### config.mk
export PLATFORM = sky130hd
export DESIGN_NAME = glmd_back
export DESIGN_NICKNAME = d
export VERILOG_FILES = /design/src/rtl/glmd_pkg.sv /design/src/rtl/glmd_back.sv
export SDC_FILE = /design/constraint.sdc
export NUM_CORES = 1
export LEC_CHECK = 0
export ABC_CLOCK_PERIOD_IN_PS = 5170
export BUFFER_PORTS_ARGS = -buffer_cell sky130_fd_sc_hd__buf_2
export CAP_MARGIN = 10
export CORE_MARGIN = 2
export CORE_UTILIZATION = 48
export CTS_CLUSTER_DIAMETER = 120
export CTS_CLUSTER_SIZE = 24
export DETAILED_ROUTE_END_ITERATION = 8
export PLACE_DENSITY_LB_ADDON = 0.12
export REMOVE_ABC_BUFFERS = 1
export SLEW_MARGIN = 20
export SYNTH_ARGS = -nofsm -noshare
export SYNTH_HDL_FRONTEND = slang
export SYNTH_SLANG_ARGS = --single-unit
### constraint.sdc
create_clock -name clk -period 5.17 [get_ports clk]
set_input_delay 1.034 -clock clk [delete_from_list [all_inputs] [get_ports clk]]
set_output_delay 1.034 -clock clk [all_outputs]
set_load 0.005 [all_outputs]
### src/rtl/glmd_pkg.sv
`default_nettype none
// ----------------------------------------------------------------------------
// glmd_pkg
// Shared types, constants and helpers of the grid local maximum detector.
// ----------------------------------------------------------------------------
package glmd_pkg;

	// Field widths
	localparam int CFG_W       = 11;
	localparam int DATA_W      = 32;
	localparam int POS_W       = 11;
	localparam int NUM_W       = 20;
	localparam int IN_TDATA_W  = 32;
	localparam int OUT_TDATA_W = 48;

	localparam logic [NUM_W-1:0] NUM_MAX = {NUM_W{1'b1}};

	// Default sizes
	localparam int DEF_MAX_COLS = 1024;
	localparam int DEF_MAX_ROWS = 1024;
	localparam int QUEUE_DEPTH  = 4;

	// Register indexes
	localparam logic [1:0] REG_GRID_ROWS  = 2'd0;
	localparam logic [1:0] REG_GRID_COLS  = 2'd1;
	localparam logic [1:0] REG_TARGET_ROW = 2'd2;
	localparam logic [1:0] REG_TARGET_COL = 2'd3;

	// Input op codes
	localparam logic OP_SAMPLE = 1'b0;
	localparam logic OP_PAD    = 1'b1;

	// Result kinds
	localparam logic KIND_PEAK    = 1'b0;
	localparam logic KIND_SUMMARY = 1'b1;

	// One classified input item: up to two peaks and a summary
	typedef struct packed {
		logic             p1;
		logic             p2;
		logic             sum;
		logic [POS_W-1:0] row;
		logic [POS_W-1:0] col1;
		logic [POS_W-1:0] col2;
		logic [NUM_W-1:0] num1;
		logic [NUM_W-1:0] num2;
		logic [NUM_W-1:0] total;
		logic             hit;
	} glmd_rec_t;

	// Saturating increment of the peak count
	function automatic logic [NUM_W-1:0] sat_inc(input logic [NUM_W-1:0] v);
		sat_inc = (v == NUM_MAX) ? v : v + NUM_W'(1);
	endfunction

endpackage : glmd_pkg
`default_nettype wire

### src/rtl/glmd_back.sv
`default_nettype none
// ----------------------------------------------------------------------------
// glmd_back
// Expands each classified item into its result transactions, in order.
// ----------------------------------------------------------------------------
module glmd_back (
	input  wire logic                clk,
	input  wire logic                arst_n,
	input  wire glmd_pkg::glmd_rec_t rec,
	input  wire logic                q_valid,
	output logic                     q_pop,
	output logic                     m_tvalid,
	input  wire logic                m_tready,
	output logic                     m_tuser,  // kind
	output logic                     m_tlast,  // last
	// peak_row[10:0], peak_col[21:11], peak_number[41:22], target_hit[42]
	output logic [glmd_pkg::OUT_TDATA_W-1:0] m_tdata
);
	import glmd_pkg::*;

	glmd_rec_t  rec_q;
	logic [2:0] pend_q;   // {summary, second peak, first peak}
	logic [2:0] cur;
	logic [2:0] rest;
	logic       m_acc;

	logic [POS_W-1:0] f_row;
	logic [POS_W-1:0] f_col;
	logic [NUM_W-1:0] f_num;
	logic             f_hit;

	// Lowest pending result goes out first
	always_comb begin
		priority if (pend_q[0]) begin
			cur = 3'b001;
		end else if (pend_q[1]) begin
			cur = 3'b010;
		end else if (pend_q[2]) begin
			cur = 3'b100;
		end else begin
			cur = 3'b000;
		end
	end

	assign rest  = pend_q & ~cur;
	assign m_acc = m_tvalid && m_tready;
	assign q_pop = q_valid && ((pend_q == 3'b000) || (m_acc && (rest == 3'b000)));

	// Pending mask and held item
	always_ff @(posedge clk or negedge arst_n) begin
		if (!arst_n) begin
			pend_q <= 3'b000;
		end else if (q_pop) begin
			pend_q <= {rec.sum, rec.p2, rec.p1};
		end else if (m_acc) begin
			pend_q <= rest;
		end
	end

	always_ff @(posedge clk) begin
		if (q_pop) begin
			rec_q <= rec;
		end
	end

	// Result fields
	always_comb begin
		f_row   = rec_q.row;
		f_col   = rec_q.col1;
		f_num   = rec_q.num1;
		f_hit   = 1'b0;
		m_tuser = KIND_PEAK;
		if (cur[1]) begin
			f_col = rec_q.col2;
			f_num = rec_q.num2;
		end else if (cur[2]) begin
			f_row   = '0;
			f_col   = '0;
			f_num   = rec_q.total;
			f_hit   = rec_q.hit;
			m_tuser = KIND_SUMMARY;
		end
	end

	assign m_tvalid = (pend_q != 3'b000);
	assign m_tlast  = (rest == 3'b000);
	assign m_tdata  = {(OUT_TDATA_W - 1 - NUM_W - 2 * POS_W)'(0), f_hit, f_num, f_col, f_row};

	a_summary_last: assert property (@(posedge clk) disable iff (!arst_n)
		(m_tvalid && (m_tuser == KIND_SUMMARY)) |-> m_tlast)
		else $error("summary not marked last");

endmodule : glmd_back
`default_nettype wire

# == After elaboration in Yosys (flattened, before gate mapping) ==
# Cells that the tools add are included.
# word_totals
regBits,97
latch_bits,0
mem_bits_rw,0
rom_bits,0
in_bits,101
output_inout_bits,52
word_cells,33
n_memories,0
# classes
addsub,0
mul,0
div,0
order_cmp,0
n_eq_ne,0
shift,0
n_mux,15
bitwise,2
reduce_logical,8
# op_table
operator,count
11-bit 2-to-1 mux,4
20-bit 2-to-1 mux,2
3-bit 2-to-1 mux,5
3-bit zero test,2
1-bit 2-to-1 mux,4
3-bit AND,1
1-bit logical AND,3
3-bit NOT,1
3-bit nonzero test,1
2-bit nonzero test,1
1-bit logical OR,1

# == Logic depth before layout (Yosys ltp) ==
# Gate-level depths: netlist of the first run.
# logic_depth
ltp_word,10
mapped_depth,5
mapped_depth_nobuf,3

# == Worst setup path after synthesis of the first run ==
# OpenSTA, ideal clock, no wires.
# synth_timing
path_type,input to output
start,input port m_tready
end,output port q_pop
t_arrival_ps,3535
required_time_ps,4136
path_slack_ps,601
stages,3
path_buffers,0
path_cell_list,nand2b_1 > o21ai_0 > and3_1
# synth_via
elab_chain_len,4
# synth_rtl
element,line_no,text
start: declaration,glmd_back.sv:13,"input wire logic m_tready,"
1-bit logical AND,glmd_back.sv:46,assign m_acc = m_tvalid && m_tready;
1-bit logical AND,glmd_back.sv:47,assign q_pop = q_valid && ((pend_q == 3'b000) || (m_acc && (rest == 3'b000)));
1-bit logical OR,glmd_back.sv:47,
1-bit logical AND,glmd_back.sv:47,
end: declaration,glmd_back.sv:11,"output logic q_pop,"
# No other way between the ends.

# == Final worst setup path of the first run ==
# layout_timing
start,register pend_q[0]
end,output port m_tdata[42] (netlist name)
# layout_via
elab_chain_len,3
# layout_rtl
element,line_no,text
start: declaration,glmd_back.sv:22,logic [2:0] pend_q;
start signal: assignment,glmd_back.sv:54,"pend_q <= {rec.sum, rec.p2, rec.p1};"
start signal: assignment,glmd_back.sv:56,pend_q <= rest;
3-bit 2-to-1 mux (*),glmd_back.sv:34,priority if (pend_q[0]) begin
1-bit 2-to-1 mux,glmd_back.sv:76,end else if (cur[2]) begin
1-bit 2-to-1 mux (*),glmd_back.sv:73,if (cur[1]) begin
end: declaration,glmd_back.sv:17,output logic [glmd_pkg::OUT_TDATA_W-1:0] m_tdata
# Every way passes the cells marked *; elsewhere a longest branch is shown, timed or not.

==> summary.md, run 1 <==
| Metric | Value |
|---|---|
| Num CTS Buffers | 9 |
| Fillers | slightly above 600 |
| Routed vias/inst | 5.08 |
| First-pass GRT wire length | 11,800 um |
| Clock sink count | between 90 and 100 |
| Relative max-transition margin | 42.2% |
| Cts hold-fix bufs | 0 |
| Final net count | slightly below 500 |
| DRC violations left | 0 |
| CP Buf/Inv Count | 2 |
| Fin. max-slew vios | 0 |
| Antenna violations before repair | 0 |
| Setup violators final | 0 |
| Pleak | 1.91 nW |
| Required @ worst endpoint | about 4.1 ns |
| WS Path Type | reg2out |
| Worst Hold Slack | 0.477 ns |
| Clock Latency Late Sink | approximately 0.35 ns |
| Setup WS pre-CTS | between 1.5 and 2 ns |
| Vias | 2,543 |
| Number of synthesized flops with an enable pin | 94 |
| Detailed placement HPWL | about 5200 um |
| Grt total ovfl | 0 |
| Max incr delay on CP | 0.59 ns |
| Status | finished, final reports clean |
| Iteration-0 DRC Markers | 73 |
| PortBufs | around 150 |
| Synth warn | 0 |
| CTS tree | built |
| WP data arrival | between 2 and 2.5 ns |
| Final worst path period share | between 60 and 70% |
| CTS max path bufs | 2 |
| F_max | between 0.2 and 0.3 GHz |
| PostCTS Resize Cnt | 0 |
| ANT nets after route | 0 |
| Die ar. | just under 0.009 mm2 |
| Clk_skew | roughly 0.0081 ns |
| Max H-tree Level | 3 |
| Initial Utilization | 49.7% |
| Commonest non-fill, non-tap cells in the layout | 147 x buf_2, 94 x edfxtp_1, 33 x nor2b_1 |
| Post-Syn Instances | about 250 |
| Main synth FF type | edfxtp_1 |
| Setup bufs post-CTS | 0 |
| WL final | between 7000 and 8000 um |
| Final Hold Fails | 0 |
| Largest net degree at the start of global routing | 50 |
| Vias in the first global route | 2,400 |
| R2R Setup Slk | around 2.5 ns |
| Worst slew pin tran | 0.865 ns |
| Max cap viols | 0 |
| Placer Congestion | 0.716 |
| Die H | roughly 93 um |
| CP Capture Type | primary output |
| Total track usage | about 18% |
| Post-DP Area | 0.00465 mm2 |
| I/O Pins | about 150 |
| Ant diodes | 0 |
| Register area share after synthesis | between 70% and 80% |
| Clk slew on worst S/H paths | around 0.080 ns |
| Netlist cell types | 27 |
| Commonest non-fill, non-tap cell in the layout | buf_2 |
| FF-to-FF Start | pend_q[2]$_DFFE_PN0P_ |
| Ys async rst share | 3.09% |
| Area growth, synth to finish | 25.2% |
| Number of synthesized register bits | 97 |
| Startpoint Class | register |
| DR pass1 iterations | 4 |
| Tot Pwr | approximately 2.4 mW |
| Crit path max fanout | 18 |
| Root Driver | clkbuf_8 |
| WL/cell | approximately 16 um |
| Die X | 93.5 um |
| RSZ-0062 raised after global routing | false |
| # rows | 32 |
| Post-Syn Area | slightly below 0.004 mm2 |
| Reg2reg end | rec_q[61]$_DFFE_PP_ |
| Post-Syn Area per Cell | ~15 um2 |
| Hold WC Path Type | in2async |
| Worst VDD drop | ~0.21 mV |
| CP Cell Sequence | nor2b_2 > buf_4 > and2b_1 > and2_1 > buf_2 |
| Core area | between 0.007 and 0.008 mm2 |
| Post-route cell area | about 0.0048 mm2 |
| Crit path max-delay family | simple AND/OR/NAND/NOR gates |
| Setup ws final | 1.76 ns |
| Layout cell share with drive strength beyond 1 | a little over two fifths |
| Final setup TNS | 0 ns |
| Slowest stage cell, crit path | dfrtp_1 |
| Power per cell area | 502 mW/mm2 |
| Path depth of the worst reg2reg path | 5 |
| Tmin final | between 3 and 4 ns |
[flip-flops by register name (all words and copies together), names as in the netlist]
register and flops:
rec_q 94, pend_q 3
[area by class of cell]
class	instances	area, um2	area share, %
clock inverter	6	35.0	0.728
multi-input combinational	133	842	17.5
timing repair buffer	153	781	16.2
tap	102	128	2.65
clock buffer	10	128	2.65
sequential	97	2900	60.2
[worst max-delay path by stage]
stage	slack, ns	cells after the start	from	to
after global placement	1.88	5	m_tready	q_pop
after global routing	1.50	5	pend_q[0]$_DFFE_PN0P_	m_tdata[42]
after CTS	1.70	5	pend_q[0]$_DFFE_PN0P_	m_tdata[42]
final	1.76	5	pend_q[0]$_DFFE_PN0P_	m_tdata[42]
after floorplan	0.59	3	m_tready	q_pop
after detailed placement	1.83	5	m_tready	q_pop
[where the power goes]
group	total [mW]	switching [mW]	internal (mW)	leakage, nW
Combinational	0.857	0.486	0.371	0.922
Clock	0.411	0.240	0.171	0.0734
Sequential	1.15	0.0755	1.07	0.919
Total	2.42	0.801	1.61	1.91
[metrics by stage]
step	utilization, %	std cells
2_1_floorplan	-	230
3_3_place_gp	60.2	485
3_5_place_dp	60.2	485
4_1_cts	62.3	501
5_1_grt	62.3	501
6_report	62.3	501
[per-layer routing]
layer | GRT usage, % | vias up | share of wire (%)
li1 | - | 1232 | -
met1 | 24.0 | 1187 | 43
met2 | 28.0 | 114 | 46
met3 | 5.32 | 10 | 9.1
met4 | 6.62 | 0 | 1.4
met5 | 0 | - | 0
[cells by family after synthesis]
| family | count (synthesis) | share of synthesized area [%] |
|---|---|---|
| flops | 97 | 75.4 |
| other cells | 1 | 0.0976 |
| simple gates | 47 | 7.55 |
| compound gates | 81 | 13.7 |
| buf+inv | 22 | 3.29 |
[Yosys cell counts, types with 2 or more instances]
cell type / count / area, um2
a21oi_1: 21 / 105
o21ai_1: 20 / 100
dfrtp_1: 3 / 75.1
a211oi_1: 2 / 15.0
nor2b_1: 34 / 213
nand2b_1: 2 / 12.5
a22o_1: 11 / 96.3
o21ai_0: 2 / 10.0
edfxtp_1: 94 / 2820
buf_4: 6 / 45.0
and2b_1: 2 / 15.0
or3_1: 2 / 12.5
clkbuf_1: 4 / 15.0
buf_2: 11 / 55.1
nand2_1: 3 / 11.3
a22oi_1: 20 / 150
[worst register-to-register path, cell delays in order (launching register included)]
cell and delay (ns):
dfrtp_1 0.38, buf_4 0.24, nand2b_1 0.24, o21ai_0 0.17
and3_4 0.60, buf_4 0.62
Power figures use the tool's default switching activity.
==> run 2, diff against run 1 <==
--- a/config.mk
+++ b/config.mk
@@ -5,11 +5,11 @@
 export SDC_FILE = /design/constraint.sdc
 export NUM_CORES = 1
 export LEC_CHECK = 0
-export ABC_CLOCK_PERIOD_IN_PS = 5170
+export ABC_CLOCK_PERIOD_IN_PS = 2800
 export BUFFER_PORTS_ARGS = -buffer_cell sky130_fd_sc_hd__buf_2
 export CAP_MARGIN = 10
 export CORE_MARGIN = 2
-export CORE_UTILIZATION = 48
+export CORE_UTILIZATION = 43
 export CTS_CLUSTER_DIAMETER = 120
 export CTS_CLUSTER_SIZE = 24
 export DETAILED_ROUTE_END_ITERATION = 8
==> constraint.sdc (replaced) <==
create_clock -name clk -period 2.8 [get_ports clk]
set_input_delay 0.56 -clock clk [delete_from_list [all_inputs] [get_ports clk]]
set_output_delay 0.56 -clock clk [all_outputs]
set_load 0.005 [all_outputs]
==> run 2 against run 1 <==
  * Setup slack got worse by 1.5 ns
  * Worst hold slack worse by 0.10 ns
  * Register-to-register slack got worse by 1.8 ns
  * Clock power rose by 130%
  * Critical path depth is the same
  * Sequential share of layout area is 1.3 points lower
  * Routed wire length is 6.8% higher
  * Cell count grew 2.2%
  * Highest routed layer unchanged
  * Sequential power is 82% higher
  * Count of clock-buffer cells in the layout grew 1
  * Combinational power increased by 96%
==> summary.md, run 2 (same netlist as run 1, synthesis figures left out) <==
| Metric | Value |
|---|---|
| Status | finished, final reports clean |
| Max incr delay on CP | ~0.62 ns |
| Tot Pwr | approximately 4.7 mW |
| WP data arrival | about 2.0 ns |
| Antenna violations before repair | 0 |
| Final net count | 500 |
| Pleak | around 2.0 nW |
| Initial Utilization | about 44% |
| ANT nets after route | 0 |
| Fin. max-slew vios | 0 |
| CTS max path bufs | 2 |
| CP Cell Sequence | nor2b_2 > buf_4 > a21oi_1 > o21ai_1 > buf_2 |
| Met1 wire length | ~3600 um |
| Vias | between 2,000 and 3,000 |
| Commonest non-fill, non-tap cell in the layout | buf_2 |
| Met3 WL post-DR | slightly above 600 um |
| Clock sink count | a little under 100 |
| Root Driver | clkbuf_8 |
| CP Buf/Inv Count | 2 |
| Ant diodes | 0 |
| Detail Route met2 WL | 4030 um |
| Hold WC Path Type | in2reg |
| Slowest stage cell, crit path | dfrtp_1 |
| Required @ worst endpoint | 2.24 ns |
| FF-to-FF Start | pend_q[2]$_DFFE_PN0P_ |
| Worst VDD drop | 0.505 mV |
| Max cap viols | 0 |
| Post-route cell area | 0.00492 mm2 |
| CP Capture Type | primary output |
| Final worst path period share | 89.6% |
| Setup bufs post-CTS | 0 |
| WL/cell | about 16 um |
| Die X | 98.5 um |
| # rows | 34 |
| Grt total ovfl | 0 |
| Placer Congestion | approximately 0.72 |
| Hold Startpoint | rec[57] |
| Die ar. | 0.00971 mm2 |
| F_max | 0.399 GHz |
| Num CTS Buffers | 9 |
| Final Hold Fails | 0 |
| Clk_skew | 0.0132 ns |
| Path depth of the worst reg2reg path | 4 |
| Setup violators final | 0 |
| Power per cell area | approximately 960 mW/mm2 |
| Vias in the first global route | ~2,700 |
| Largest regs | rec_q x94, pend_q x3 |
| DR pass1 iterations | 4 |
| Layout cell share with drive strength beyond 1 | 43.1% |
| Commonest non-fill, non-tap cells in the layout | 147 x buf_2, 94 x edfxtp_1, 33 x nor2b_1 |
| Iteration-0 DRC Markers | 100 |
| Critical path depth | 5 |
| Tmin final | 2.51 ns |
| Startpoint Class | register |
| WL final | roughly 8300 um |
| Fillers | 714 |
| Post-DP Area | between 0.004 and 0.005 mm2 |
| DR top layer | met4 |
| RSZ-0062 raised after global routing | false |
| CTS tree | built |
| Reg with most FFs | rec_q |
| Crit path max-delay family | flip-flops |
| Clock Latency Late Sink | 0.35 ns |
| Crit path from | pend_q[2]$_DFFE_PN0P_ |
| Clk slew on worst S/H paths | about 0.1 ns |
| Total track usage | between 10% and 20% |
| PostCTS Resize Cnt | 0 |
| Crit path max fanout | 18 |
| WS Path Type | reg2out |
| I/O Pins | 153 |
| Largest net degree at the start of global routing | a little under 60 |
| Die H | just under 100 um |
| Detailed placement HPWL | roughly 5600 um |
| Area growth, synth to finish | 28.0% |
| Worst hold stages | 1 |
| DRC violations left | 0 |
| Max H-tree Level | 3 |
| Largest register FFs | 94 |
| First-pass GRT wire length | between 10,000 and 15,000 um |
| Routed vias/inst | between 5 and 6 |
| PortBufs | 147 |
| Core area | 0.00868 mm2 |
[run 2: worst paths after layout]
path,end,slack [ns]
max in group asynchronous,pend_q[1]$_DFFE_PN0P_,2.13
min reg2reg,pend_q[2]$_DFFE_PN0P_,0.82
min in group asynchronous,pend_q[2]$_DFFE_PN0P_,0.55
max reg2reg,rec_q[38]$_DFFE_PP_,0.76
max,m_tdata[29],0.29
min,rec_q[57]$_DFFE_PP_,0.37
[run 2: power by group]
part           total, mW  internal (mW)  switching [mW]
registers           2.09           1.98           0.111
clock network      0.962          0.503           0.459
logic               1.68          0.733           0.948
[run 2: repair_timing]
action                                  4_1_cts  5_1_grt
endpoints found under the setup margin        0        0
hold buffers                                  1        0
hold endpoints to repair                      3        0
[run 2: worst register-to-register path: stages (launching register included)]
cell and delay [ns]:
dfrtp_1 0.55, nand2b_1 0.28, o21ai_0 0.18, and3_4 0.32
buf_4 0.37
[run 2: layout make-up]
type / instances / area, um2 / share of cell area [%]
Sequential cell: 97 / 2900 / 58.9
Multi-Input combinational cell: 133 / 842 / 17.1
Timing Repair Buffer: 158 / 833 / 16.9
Tap cell: 108 / 135 / 2.75
Clock buffer: 11 / 131 / 2.67
Clock inverter: 5 / 80.1 / 1.63
[run 2: stage by stage]
step	hold WS [ns]	instances	TNS [ns]	util, %	worst slack [ns]
after floorplan	0.264	230	-93.01	-	-1.07
after global placement	0.368	495	0	54.1	0.686
after detailed placement	0.370	495	0	54.1	0.649
after CTS	0.356	512	0	56.7	0.254
after global routing	0.352	512	0	56.7	0.0887
final	0.373	512	0	56.7	0.292
[run 2: metal layers]
layer | vias up | global-route usage, %
met3 | 6 | 4.18
met2 | 113 | 27.2
met1 | 1258 | 23.3
met4 | 0 | 5.37
li1 | 1240 | -
met5 | - | 0
