File: config.mk
export PLATFORM = sky130hd
export DESIGN_NAME = glmd_queue
export DESIGN_NICKNAME = d
export VERILOG_FILES = /design/src/rtl/glmd_pkg.sv /design/src/rtl/glmd_queue.sv
export SDC_FILE = /design/constraint.sdc
export NUM_CORES = 1
export LEC_CHECK = 0
export BUFFER_PORTS_ARGS = -buffer_cell sky130_fd_sc_hd__buf_2
export CORE_MARGIN = 1.5
export CORE_UTILIZATION = 57
export DETAILED_ROUTE_END_ITERATION = 6
export GPL_TIMING_DRIVEN = 0
export PLACE_DENSITY = 0.77
export RECOVER_POWER = 25
export SLEW_MARGIN = 20
export SYNTH_ARGS = -nofsm -noshare
export SYNTH_HDL_FRONTEND = slang
export SYNTH_SLANG_ARGS = --single-unit
File: constraint.sdc
create_clock -name clk -period 4.79 [get_ports clk]
set_clock_uncertainty 0.15 [all_clocks]
set_input_delay 0.958 -clock clk [delete_from_list [all_inputs] [get_ports clk]]
set_output_delay 0.958 -clock clk [all_outputs]
set_load 0.02 [all_outputs]
File: src/rtl/glmd_pkg.sv
`default_nettype none
// ----------------------------------------------------------------------------
// glmd_pkg
// Shared types, constants and helpers of the grid local maximum detector.
// ----------------------------------------------------------------------------
package glmd_pkg;

	// Field widths
	localparam int CFG_W       = 11;
	localparam int DATA_W      = 32;
	localparam int POS_W       = 11;
	localparam int NUM_W       = 20;
	localparam int IN_TDATA_W  = 32;
	localparam int OUT_TDATA_W = 48;

	localparam logic [NUM_W-1:0] NUM_MAX = {NUM_W{1'b1}};

	// Default sizes
	localparam int DEF_MAX_COLS = 1024;
	localparam int DEF_MAX_ROWS = 1024;
	localparam int QUEUE_DEPTH  = 4;

	// Register indexes
	localparam logic [1:0] REG_GRID_ROWS  = 2'd0;
	localparam logic [1:0] REG_GRID_COLS  = 2'd1;
	localparam logic [1:0] REG_TARGET_ROW = 2'd2;
	localparam logic [1:0] REG_TARGET_COL = 2'd3;

	// Input op codes
	localparam logic OP_SAMPLE = 1'b0;
	localparam logic OP_PAD    = 1'b1;

	// Result kinds
	localparam logic KIND_PEAK    = 1'b0;
	localparam logic KIND_SUMMARY = 1'b1;

	// One classified input item: up to two peaks and a summary
	typedef struct packed {
		logic             p1;
		logic             p2;
		logic             sum;
		logic [POS_W-1:0] row;
		logic [POS_W-1:0] col1;
		logic [POS_W-1:0] col2;
		logic [NUM_W-1:0] num1;
		logic [NUM_W-1:0] num2;
		logic [NUM_W-1:0] total;
		logic             hit;
	} glmd_rec_t;

	// Saturating increment of the peak count
	function automatic logic [NUM_W-1:0] sat_inc(input logic [NUM_W-1:0] v);
		sat_inc = (v == NUM_MAX) ? v : v + NUM_W'(1);
	endfunction

endpackage : glmd_pkg
`default_nettype wire

File: src/rtl/glmd_queue.sv
`default_nettype none
// ----------------------------------------------------------------------------
// glmd_queue
// Short FIFO of classified items between the front and back ends.
// ----------------------------------------------------------------------------
module glmd_queue #(
	parameter int DEPTH = glmd_pkg::QUEUE_DEPTH
) (
	input  wire logic                clk,
	input  wire logic                arst_n,
	input  wire logic                push,
	input  wire glmd_pkg::glmd_rec_t din,
	output logic                     full,
	input  wire logic                pop,
	output glmd_pkg::glmd_rec_t      dout,
	output logic                     valid
);
	import glmd_pkg::*;

	localparam int PW = (DEPTH > 1) ? $clog2(DEPTH) : 1;
	localparam int NW = $clog2(DEPTH + 1);

	glmd_rec_t       mem_q [DEPTH];
	logic [PW-1:0]   wr_q;
	logic [PW-1:0]   rd_q;
	logic [NW-1:0]   cnt_q;

	assign full  = (cnt_q == NW'(DEPTH));
	assign valid = (cnt_q != '0);
	assign dout  = mem_q[rd_q];

	// Storage
	always_ff @(posedge clk) begin
		if (push) begin
			mem_q[wr_q] <= din;
		end
	end

	// Pointers and fill level
	always_ff @(posedge clk or negedge arst_n) begin
		if (!arst_n) begin
			wr_q  <= '0;
			rd_q  <= '0;
			cnt_q <= '0;
		end else begin
			if (push) begin
				wr_q <= (wr_q == PW'(DEPTH - 1)) ? '0 : wr_q + PW'(1);
			end
			if (pop) begin
				rd_q <= (rd_q == PW'(DEPTH - 1)) ? '0 : rd_q + PW'(1);
			end
			if (push && !pop) begin
				cnt_q <= cnt_q + NW'(1);
			end else if (pop && !push) begin
				cnt_q <= cnt_q - NW'(1);
			end
		end
	end

	a_no_push_full: assert property (@(posedge clk) disable iff (!arst_n)
		push |-> !full) else $error("queue written while full");

	a_no_pop_empty: assert property (@(posedge clk) disable iff (!arst_n)
		pop |-> valid) else $error("queue read while empty");

endmodule : glmd_queue
`default_nettype wire

Yosys cells after proc, flatten, opt, wreduce, memory -nomap -nowiden:

Memories as Yosys holds them, arrays and structs flattened.
Cells that the tools add are included.

* RAM bits: 388
* memories: 1
* output and inout bits: 99
* bits in registers: 7
* logic and storage cells: 23
* input bits: 101

Memory list
* mem_q: depth 4, bits a word 97, rd ports 1, clocked after Yosys merged registers in 0, write ports 1, line glmd_queue.sv:23 `glmd_rec_t mem_q [DEPTH];`

* mux-type cells: 6
* add/sub/neg operators: 4
* eq/ne operators: 3
* reduce and logical (&&, ||, !) cells: 6

Operators by type and width (number)
* $mux W3: 2
* $add A2 B1 Y2 const B: 2
* $eq A2 B2 Y1 const B: 2
* $mux W2: 2
* $add A3 B1 Y3 const B: 1
* $eq A3 B3 Y1 const B: 1
* $reduce_bool A3 Y1: 1
* $sub A3 B1 Y3 const B: 1
* $logic_and A1 B1 Y1: 2
* $logic_not A1 Y1: 2
* $mux W1: 2
* $reduce_bool A2 Y1: 1

Logic depth before layout (Yosys ltp):

Gate-level depths: netlist of run 1.

* depth in word-level cells: 4
* gate-level depth with buffers: 7
* gate-level depth less buffers: 7

Worst setup path before layout of run 1:

OpenSTA, ideal clock, no wires.

* kind: input port to flip-flop
* start: input push
* end: memory mem_q[2][0] (netlist bit) (enable)
* data required time: 4.174 ns
* stages: 1
* path buffers: 0
* arrival: 3.200 ns
* library setup time: 0.466 ns
* slack: 0.974 ns
* path through: and2_1

* cells in the longest elaborated chain, start to end: 2

Ends and longest elaborated chain
* from (decl): line glmd_queue.sv:11 `input wire logic push,`
* $mux W1: line glmd_queue.sv:34 `if (push) begin`
* $mux W1 (not written as such): line glmd_queue.sv:35 `mem_q[wr_q] <= din;`
* to (decl): line glmd_queue.sv:23

Every way passes these cells.

==> results.ini, run 1 <==
[clock_network]
cts_setup_buffers = 0
cts.sinks = 395
cts_buffers = 38
cts.path.max_buffers = 3
cts.repair.resized = 0
tritoncts = yes
clock-root-buffer = clkbuf_16
cts_hold_buf = 0
clk_pin_slew_ps = 60
clkLatencyLatePin_ps = 500
htreeDepth = 2

[worst_setup_path]
ff2ff_path_depth = 4
reg2reg_to = mem_q[2][47]
path_class = reg -> out
cp-end-kind = output port
crit_fanout = 10
cp.required_ps = 3680
crit_path_start_kind = register
worstPathArrival_ps = 2350
r2r_start = wr_q[0]
r2r_slack_ps = 2920

[place]
gp_congestion = 0.727
dp_hpwl_um = 16300
port_buffers = 199
placed_cells = 1075

[cells_and_area]
drive_gt1_share_pct = 37.9
fin_nets = 899
utilization_pct = 69.6
stdcell_count = 1146
area_growth_pct = 18.6

[pwr]
leakage_uw = 0.00572
power.density_mw_per_mm2 = 626
vdd_drop_max_uv = 383

[floorplan]
fp.dieH_um = 162
die_area_mm2 = 0.0262
num_rows = 57
ioPinCount = 200
core_mm2 = 0.0245
start_util_pct = 58.7
dieWidth_um = 162

[global_routing]
grt.total_usage_pct = 20.7
grt_pass1_vias = 7091
grt_overflow = 0
antenna_found_initial = 3
grt_pass1_wl_um = 40200
grt_max_degree = 51

[yosys]
ys_warn_count = 0
syn_area_mm2 = 0.0144
syn_area_per_cell_um2 = 26.5
yosysSeqAreaShare_pct = 82.1
synth.net_count = 652
ys_ff_latch = 395
synthCells = 544
synth.distinct_cells = 21

[drt]
dr.pass1.iters = 4
wl_um = 26000
drt_iter0_markers = 385
drcViolationCount = 0
viasPerCell = 5.67
via_count = 6494
wl_per_cell_um = 22.7
ant_nets = 0

[sta]
fin_crit_ps = 3460
tightest_slew_ps = 674
fin_hold_ws_ps = 198
max_slew_margin_pct = 55.1
timing.final.crit_share_pct = 72.1
maxSlewViolCount = 0
fmax_ghz = 0.289
setup_viol_count_final = 0
hold_viol = 0
rsz0062_at_grt = no

[min_path]
hp-class = in -> async

[job]
max_cap_viol_count = 0

[status]
status = completed

-- where the power goes --
part	internal [uW]	total, uW	switching (uW)
Clock	1580	2740	1150
Sequential	4420	4560	133
Combinational	1410	3400	1990
-- how the worst max path moves through the flow --
stage                  from           to  slack [ps]  cells past startpoint
floorplan              push  mem_q[2][0]         970                      1
global placement       push  mem_q[1][7]        -720                      2
detailed placement  rd_q[1]     dout[63]        1820                      5
CTS                 rd_q[1]     dout[63]        1250                      5
global route        rd_q[1]     dout[63]        1210                      5
finish              rd_q[1]     dout[63]        1330                      5
-- cells by family (layout without fill, tap and decap cells) --
logic type,after synthesis,after routing,share of synthesized area (%)
DFF,395,395,82.1
muxes,100,100,15.4
buffers and inverters,26,303,1.16
and+or+nand+nor,11,11,0.400
adders and majority gates,7,7,0.660
xor gates and xnor gates,3,3,0.182
AOI/OAI and AO/OA,2,2,0.0695
other,0,1,0
-- sequential cells by signal, summed over array words and instances, names as in the netlist --
name   count
wr_q       2
rd_q       2
cnt_q      3
mem_q    388
-- layer usage --
layer	wire, um	vias up	track usage [%]
met3	1870	39	5.34
met2	13500	209	35.4
li1	-	2862	-
met5	27	-	0
met1	10100	3380	26.4
met4	466	4	6.13
-- area by class of cell --
cell class | count | area, um2
inverters | 4 | 15.0
diodes | 1 | 2.50
flip-flops and latches | 395 | 11800
plain buffers | 22 | 151
clock inverters | 13 | 58.8
well taps | 324 | 405
clock buffers | 57 | 1100
repair buffers | 207 | 1110
fillers | 1524 | 7450
multi-input cells | 123 | 2420
-- cells in the mapped netlist --
cell      count  share of area [%]
ha_1          6               0.52
fa_1          1               0.14
nor3b_1       1              0.052
mux2_2        3               0.23
buf_4         7               0.36
clkbuf_1      6               0.16
buf_2         6               0.21
edfxtp_1    388                 81
mux4_2       97                 15
or3_1         1              0.043
xnor2_1       1              0.061
buf_8         1               0.10
inv_1         4               0.10
xor2_1        2               0.12
nor2_1        3              0.078
and2_1        4               0.17
o21ai_0       2              0.070
buf_6         1              0.078
dfrtp_1       7                1.2
nand2_1       2              0.052
buf_12        1               0.14
-- stage by stage --
| step | instance area, um2 | TNS [ps] | worst slack, ps | power, uW |
|---|---|---|---|---|
| final | 17100 | 0 | 1330 | 10700 |
| after floorplan | 14400 | 0 | 974 | 6990 |
| after detailed placement | 16000 | 0 | 1820 | 8100 |
| after global placement | 15800 | -270560 | -717 | 7990 |
| after global routing | 17100 | 0 | 1210 | 11200 |
| after CTS | 17200 | 0 | 1250 | 10900 |
-- critical path, stage by stage (launching register included) --
cell and delay (ps):
dfrtp_1 340, buf_2 290, buf_2 330, buf_2 320, mux4_2 370, buf_2 180
-- cells in the final DEF (no fill, tap or decap), drive strengths merged, types with 2 or more instances in the layout --
cell type,count
clkinv,11
clkinvlp,2
and2,4
nand2,2
xor2,2
buf,161
inv,4
mux2,3
edfxtp,388
mux4,97
nor2,3
clkbuf,125
o21ai,2
ha,6
dfrtp,7
(Power assumes the default switching activity.)
==> inputs of run 2 (changes only) <==
Clock period 4.79 ns to 3.35 ns, I/O delays scaled along.
==> run 2 against run 1 <==
Sequential power rose by 43%. Worst hold slack better by 34 ps. First-iteration DRC count up 43%. Critical path type unchanged. Wire length rose by 2.0%.
==> results.ini, run 2 (synthesis results as in run 1) <==
[floorplan]
num_rows = 57
start_util_pct = 58.7
core_mm2 = 0.0245
die_area_mm2 = 0.0262
fp.dieH_um = 162
dieWidth_um = 162
ioPinCount = 200

[job]
max_cap_viol_count = 0

[sta]
hold_viol = 0
maxSlewViolCount = 0
rsz0062_at_grt = no
timing.final.crit_share_pct = 94.5
fin_setup_tns_ps = 0
fin_crit_ps = 3160
setup_viol_count_final = 0
fin_hold_ws_ps = 232
fmax_ghz = 0.316
max_slew_margin_pct = 47.4
tightest_slew_ps = 789

[min_path]
hold_path_end = mem_q[3][64]
hp-start = din[64]
hp-class = in -> reg
min_delay_path_depth = 1

[worst_setup_path]
slowest_stage = dfrtp_1
path_class = reg -> out
reg2reg_to = mem_q[0][32]
r2r_start = wr_q[0]
r2r_slack_ps = 1070
crit_path_start_kind = register
crit_chain = buf_2 -> buf_2 -> buf_2 -> mux4_2 -> buf_2
cp.required_ps = 2530
worstPathArrival_ps = 2340
cp-end-kind = output port
crit_fanout = 10
slowest_delay_ps = 360
path_common_cell = buf_2
ff2ff_path_depth = 4

[cells_and_area]
area_growth_pct = 19.2
utilization_pct = 70.0
layout_common_cells = edfxtp_1, buf_2, mux4_2
regMostFlops = mem_q
largest_reg_flops = 388
stdcell_count = 1144
drive_gt1_share_pct = 38.2
antennaDiodeCount = 0
top_regs = mem_q (388), cnt_q (3)
fin_nets = 898
n_fill_cell = 1513
layout_commonest_cell = edfxtp_1

[drt]
drt_iter0_markers = 552
wl_per_cell_um = 23.2
via_count = 6518
viasPerCell = 5.70
dr.pass1.iters = 6
ant_nets = 0
wl_um = 26500
drcViolationCount = 0

[place]
dp_hpwl_um = 16600
port_buffers = 199
gp_congestion = 0.742
placed_cells = 1073

[global_routing]
grt_pass1_vias = 7113
grt_max_degree = 50
grt_pass1_wl_um = 40900
grt_overflow = 0
antenna_found_initial = 1
grt.total_usage_pct = 21.0

[clock_network]
clk_pin_slew_ps = 60
tritoncts = yes
cts_buffers = 38
htreeDepth = 2
clock-root-buffer = clkbuf_16
cts.sinks = 395
clkLatencyLatePin_ps = 510
cts_setup_buffers = 0
cts.path.max_buffers = 3

[pwr]
leakage_uw = 0.00577
vdd_drop_max_uv = 708
power.density_mw_per_mm2 = 910
p_total_uw = 15600

[status]
status = completed

[run 2: where the power goes]
group          leakage (uW)  total (uW)  switching, uW  internal (uW)
Sequential          0.00365        6530            202           6330
Combinational       0.00150        4860           2850           2010
Clock              0.000620        4230           1690           2540
[run 2: how the worst max path moves through the flow]
stage            start      endpoint  slack, ps  cells past startpoint
2_1_floorplan     push   mem_q[3][0]        880                      1
3_3_place_gp      push  mem_q[2][41]        -70                      2
3_5_place_dp   rd_q[1]      dout[62]        700                      5
4_1_cts        rd_q[1]      dout[62]        140                      5
5_1_grt        rd_q[1]      dout[62]         90                      5
6_report       rd_q[1]      dout[77]        190                      5
[run 2: area by class of cell]
class / count / area (um2) / share of cell area, %
Clock buffer: 49 / 1060 / 6.15
Sequential cell: 395 / 11800 / 68.9
Tap cell: 324 / 405 / 2.36
Clock inverter: 21 / 203 / 1.18
Buffer: 22 / 151 / 0.882
Multi-Input combinational cell: 123 / 2420 / 14.1
Inverter: 4 / 15.0 / 0.0875
Timing Repair Buffer: 206 / 1090 / 6.34
[run 2: timing repair]
item,CTS,global route
hold endpoints to repair,7,0
resized for setup,0,0
hold buffers,1,0
[run 2: layer usage]
layer | vias up | share of wire [%] | GRT usage (%)
li1 | 2838 | - | -
met4 | 2 | 3.1 | 7.34
met1 | 3375 | 39 | 27.0
met2 | 243 | 51 | 35.5
met5 | - | 0.049 | 0
met3 | 60 | 7.1 | 5.21
[run 2: critical path: cells and delay by family, from the launching register on]
kind | cells | cell delay [ps]
buffers and inverters | 4 | 1100
flip-flops | 1 | 360
multiplexers | 1 | 360
[run 2: metrics by stage]
step	instance area, um2	setup WS [ps]
floorplan	14400	877
CTS	17200	144
global placement	15800	-70.0
finish	17200	185
detailed placement	16000	705
global route	17200	87.4
==> inputs of run 3 (changes only) <==
Settings changed: CORE_UTILIZATION 57 to 37, PLACE_DENSITY 0.77 to 0.53.
Clock period 3.35 ns to 3.7 ns, I/O delays scaled along.
==> run 3 against run 2 <==
Die area grew 53%. Power shrank 9.0%. Register-to-register slack gained 390 ps. Largest cell class unchanged. Largest power group unchanged.
==> results.ini, run 3 (synthesis results as in run 1) <==
[worst_setup_path]
path_buf_inv = 3
ff2ff_path_depth = 5
path_class = reg -> out
reg2reg_to = mem_q[0][47]
r2r_start = wr_q[0]
cp.required_ps = 2810
cp-end-kind = output port
path_delay_family = buffers and inverters
r2r_slack_ps = 1460
slowest_delay_ps = 760
path_common_cell = buf_2
worstPathArrival_ps = 2590
slowest_stage = clkbuf_1
crit_fanout = 10
crit_chain = buf_2 -> clkbuf_1 -> mux4_2 -> buf_2
crit_path_start_kind = register
critPathLaunch = rd_q[1]

[floorplan]
fp.dieH_um = 200
num_rows = 72
ioPinCount = 200
dieWidth_um = 200
die_area_mm2 = 0.0401
start_util_pct = 37.3
core_mm2 = 0.0386

[clock_network]
tritoncts = yes
cts.sinks = 395
htreeDepth = 2
clock-root-buffer = clkbuf_16
cts_setup_buffers = 0
cts.repair.resized = 0
clkLatencyLatePin_ps = 550
cts_hold_buf = 1
cts.path.max_buffers = 3
cts_buffers = 42
clk_pin_slew_ps = 60

[sta]
maxSlewViolCount = 0
rsz0062_at_grt = no
tightest_slew_ps = 964
fin_ws_ps = 215
setup_viol_count_final = 0
timing.final.crit_share_pct = 94.2
fin_crit_ps = 3480
fmax_ghz = 0.287
fin_hold_ws_ps = 263
fin_setup_tns_ps = 0
hold_viol = 0
max_slew_margin_pct = 35.7

[global_routing]
grt_max_degree = 38
antenna_found_initial = 6
grt.total_usage_pct = 14.3
grt_busiest_layer = met2
grt_overflow = 0
globalRouteMet2Util_pct = 24.0
use_met1_pct = 17.5
grtUsageMet3_pct = 4.43
grt_pass1_wl_um = 43400
grt_pass1_vias = 7250

[cells_and_area]
drive_gt1_share_pct = 38.0
largest_reg_flops = 388
fin_area_mm2 = 0.0174
area_growth_pct = 21.1
fin_nets = 904
layout_common_cells = edfxtp_1, buf_2, mux4_2
top_regs = mem_q (388), cnt_q (3)
layout_commonest_cell = edfxtp_1
stdcell_count = 1346
n_fill_cell = 3377
regMostFlops = mem_q

[pwr]
internal_power_uw = 9820
vdd_drop_max_uv = 517
p_clk_share_pct = 27.3
combinationalPowerShare_pct = 31.3
leakage_uw = 0.00578
power.density_mw_per_mm2 = 815
switchingPower_uw = 4400
seq_power_share_pct = 41.4
swShare_pct = 30.9

[drt]
viasPerCell = 4.83
drt_iter0_markers = 357
dr.pass1.iters = 4
ant_nets = 0
wl_um = 28000
wl_per_cell_um = 20.8
drcViolationCount = 0
via_count = 6505

[min_path]
hp-class = in -> reg
hold_path_end = mem_q[3][25]
min_delay_path_depth = 1
hp-start = din[25]

[status]
status = completed

[place]
dp_hpwl_um = 17800
gp_congestion = 0.689
place_ws_ps = 652
port_buffers = 199
place_area_mm2 = 0.0162
placed_cells = 1269

[job]
max_cap_viol_count = 0

-- run 3: worst reg2reg max path, cell delays in order (launching register included) --
cell     delay (ps)
dfrtp_1         410
inv_1           110
ha_1            150
and2_4          490
buf_12          290
buf_16          270
-- run 3: final cells by class --
type / instances / area (um2) / area share [%]
inverters: 4 / 15.0 / 0.0861
clock buffers: 54 / 1160 / 6.65
diodes: 2 / 5.00 / 0.0287
clock inverters: 20 / 120 / 0.689
well taps: 518 / 648 / 3.72
plain buffers: 22 / 151 / 0.868
multi-input cells: 123 / 2420 / 13.9
repair buffers: 208 / 1100 / 6.28
flip-flops and latches: 395 / 11800 / 67.8
-- run 3: worst max-delay path by stage --
stage	cells past startpoint	slack, ps	to
global route	4	70	dout[24]
detailed placement	4	650	dout[22]
CTS	4	40	dout[24]
floorplan	1	100	mem_q[2][0]
finish	4	220	dout[24]
global placement	2	-1950	mem_q[1][43]
-- run 3: power groups by stage --
stage                     clock network (uW)  logic (uW)  registers [uW]
after global routing                    4160        4800            5950
final                                   3880        4450            5890
after global placement                     0        4430            6090
after CTS                               4000        4620            5900
after detailed placement                   0        4600            5990
after floorplan                            0        3050            6000
-- run 3: per-layer routing --
layer  vias up  wire, um
li1       2861         -
met1      3425     11700
met2       164     13900
met3        49      1740
met4         6       637
met5         -        40
-- run 3: through the flow --
step                util [%]  power (uW)
floorplan                  -        9040
global placement        41.6       10500
detailed placement      42.1       10600
CTS                     45.4       14500
global route            45.2       14900
finish                  45.2       14200
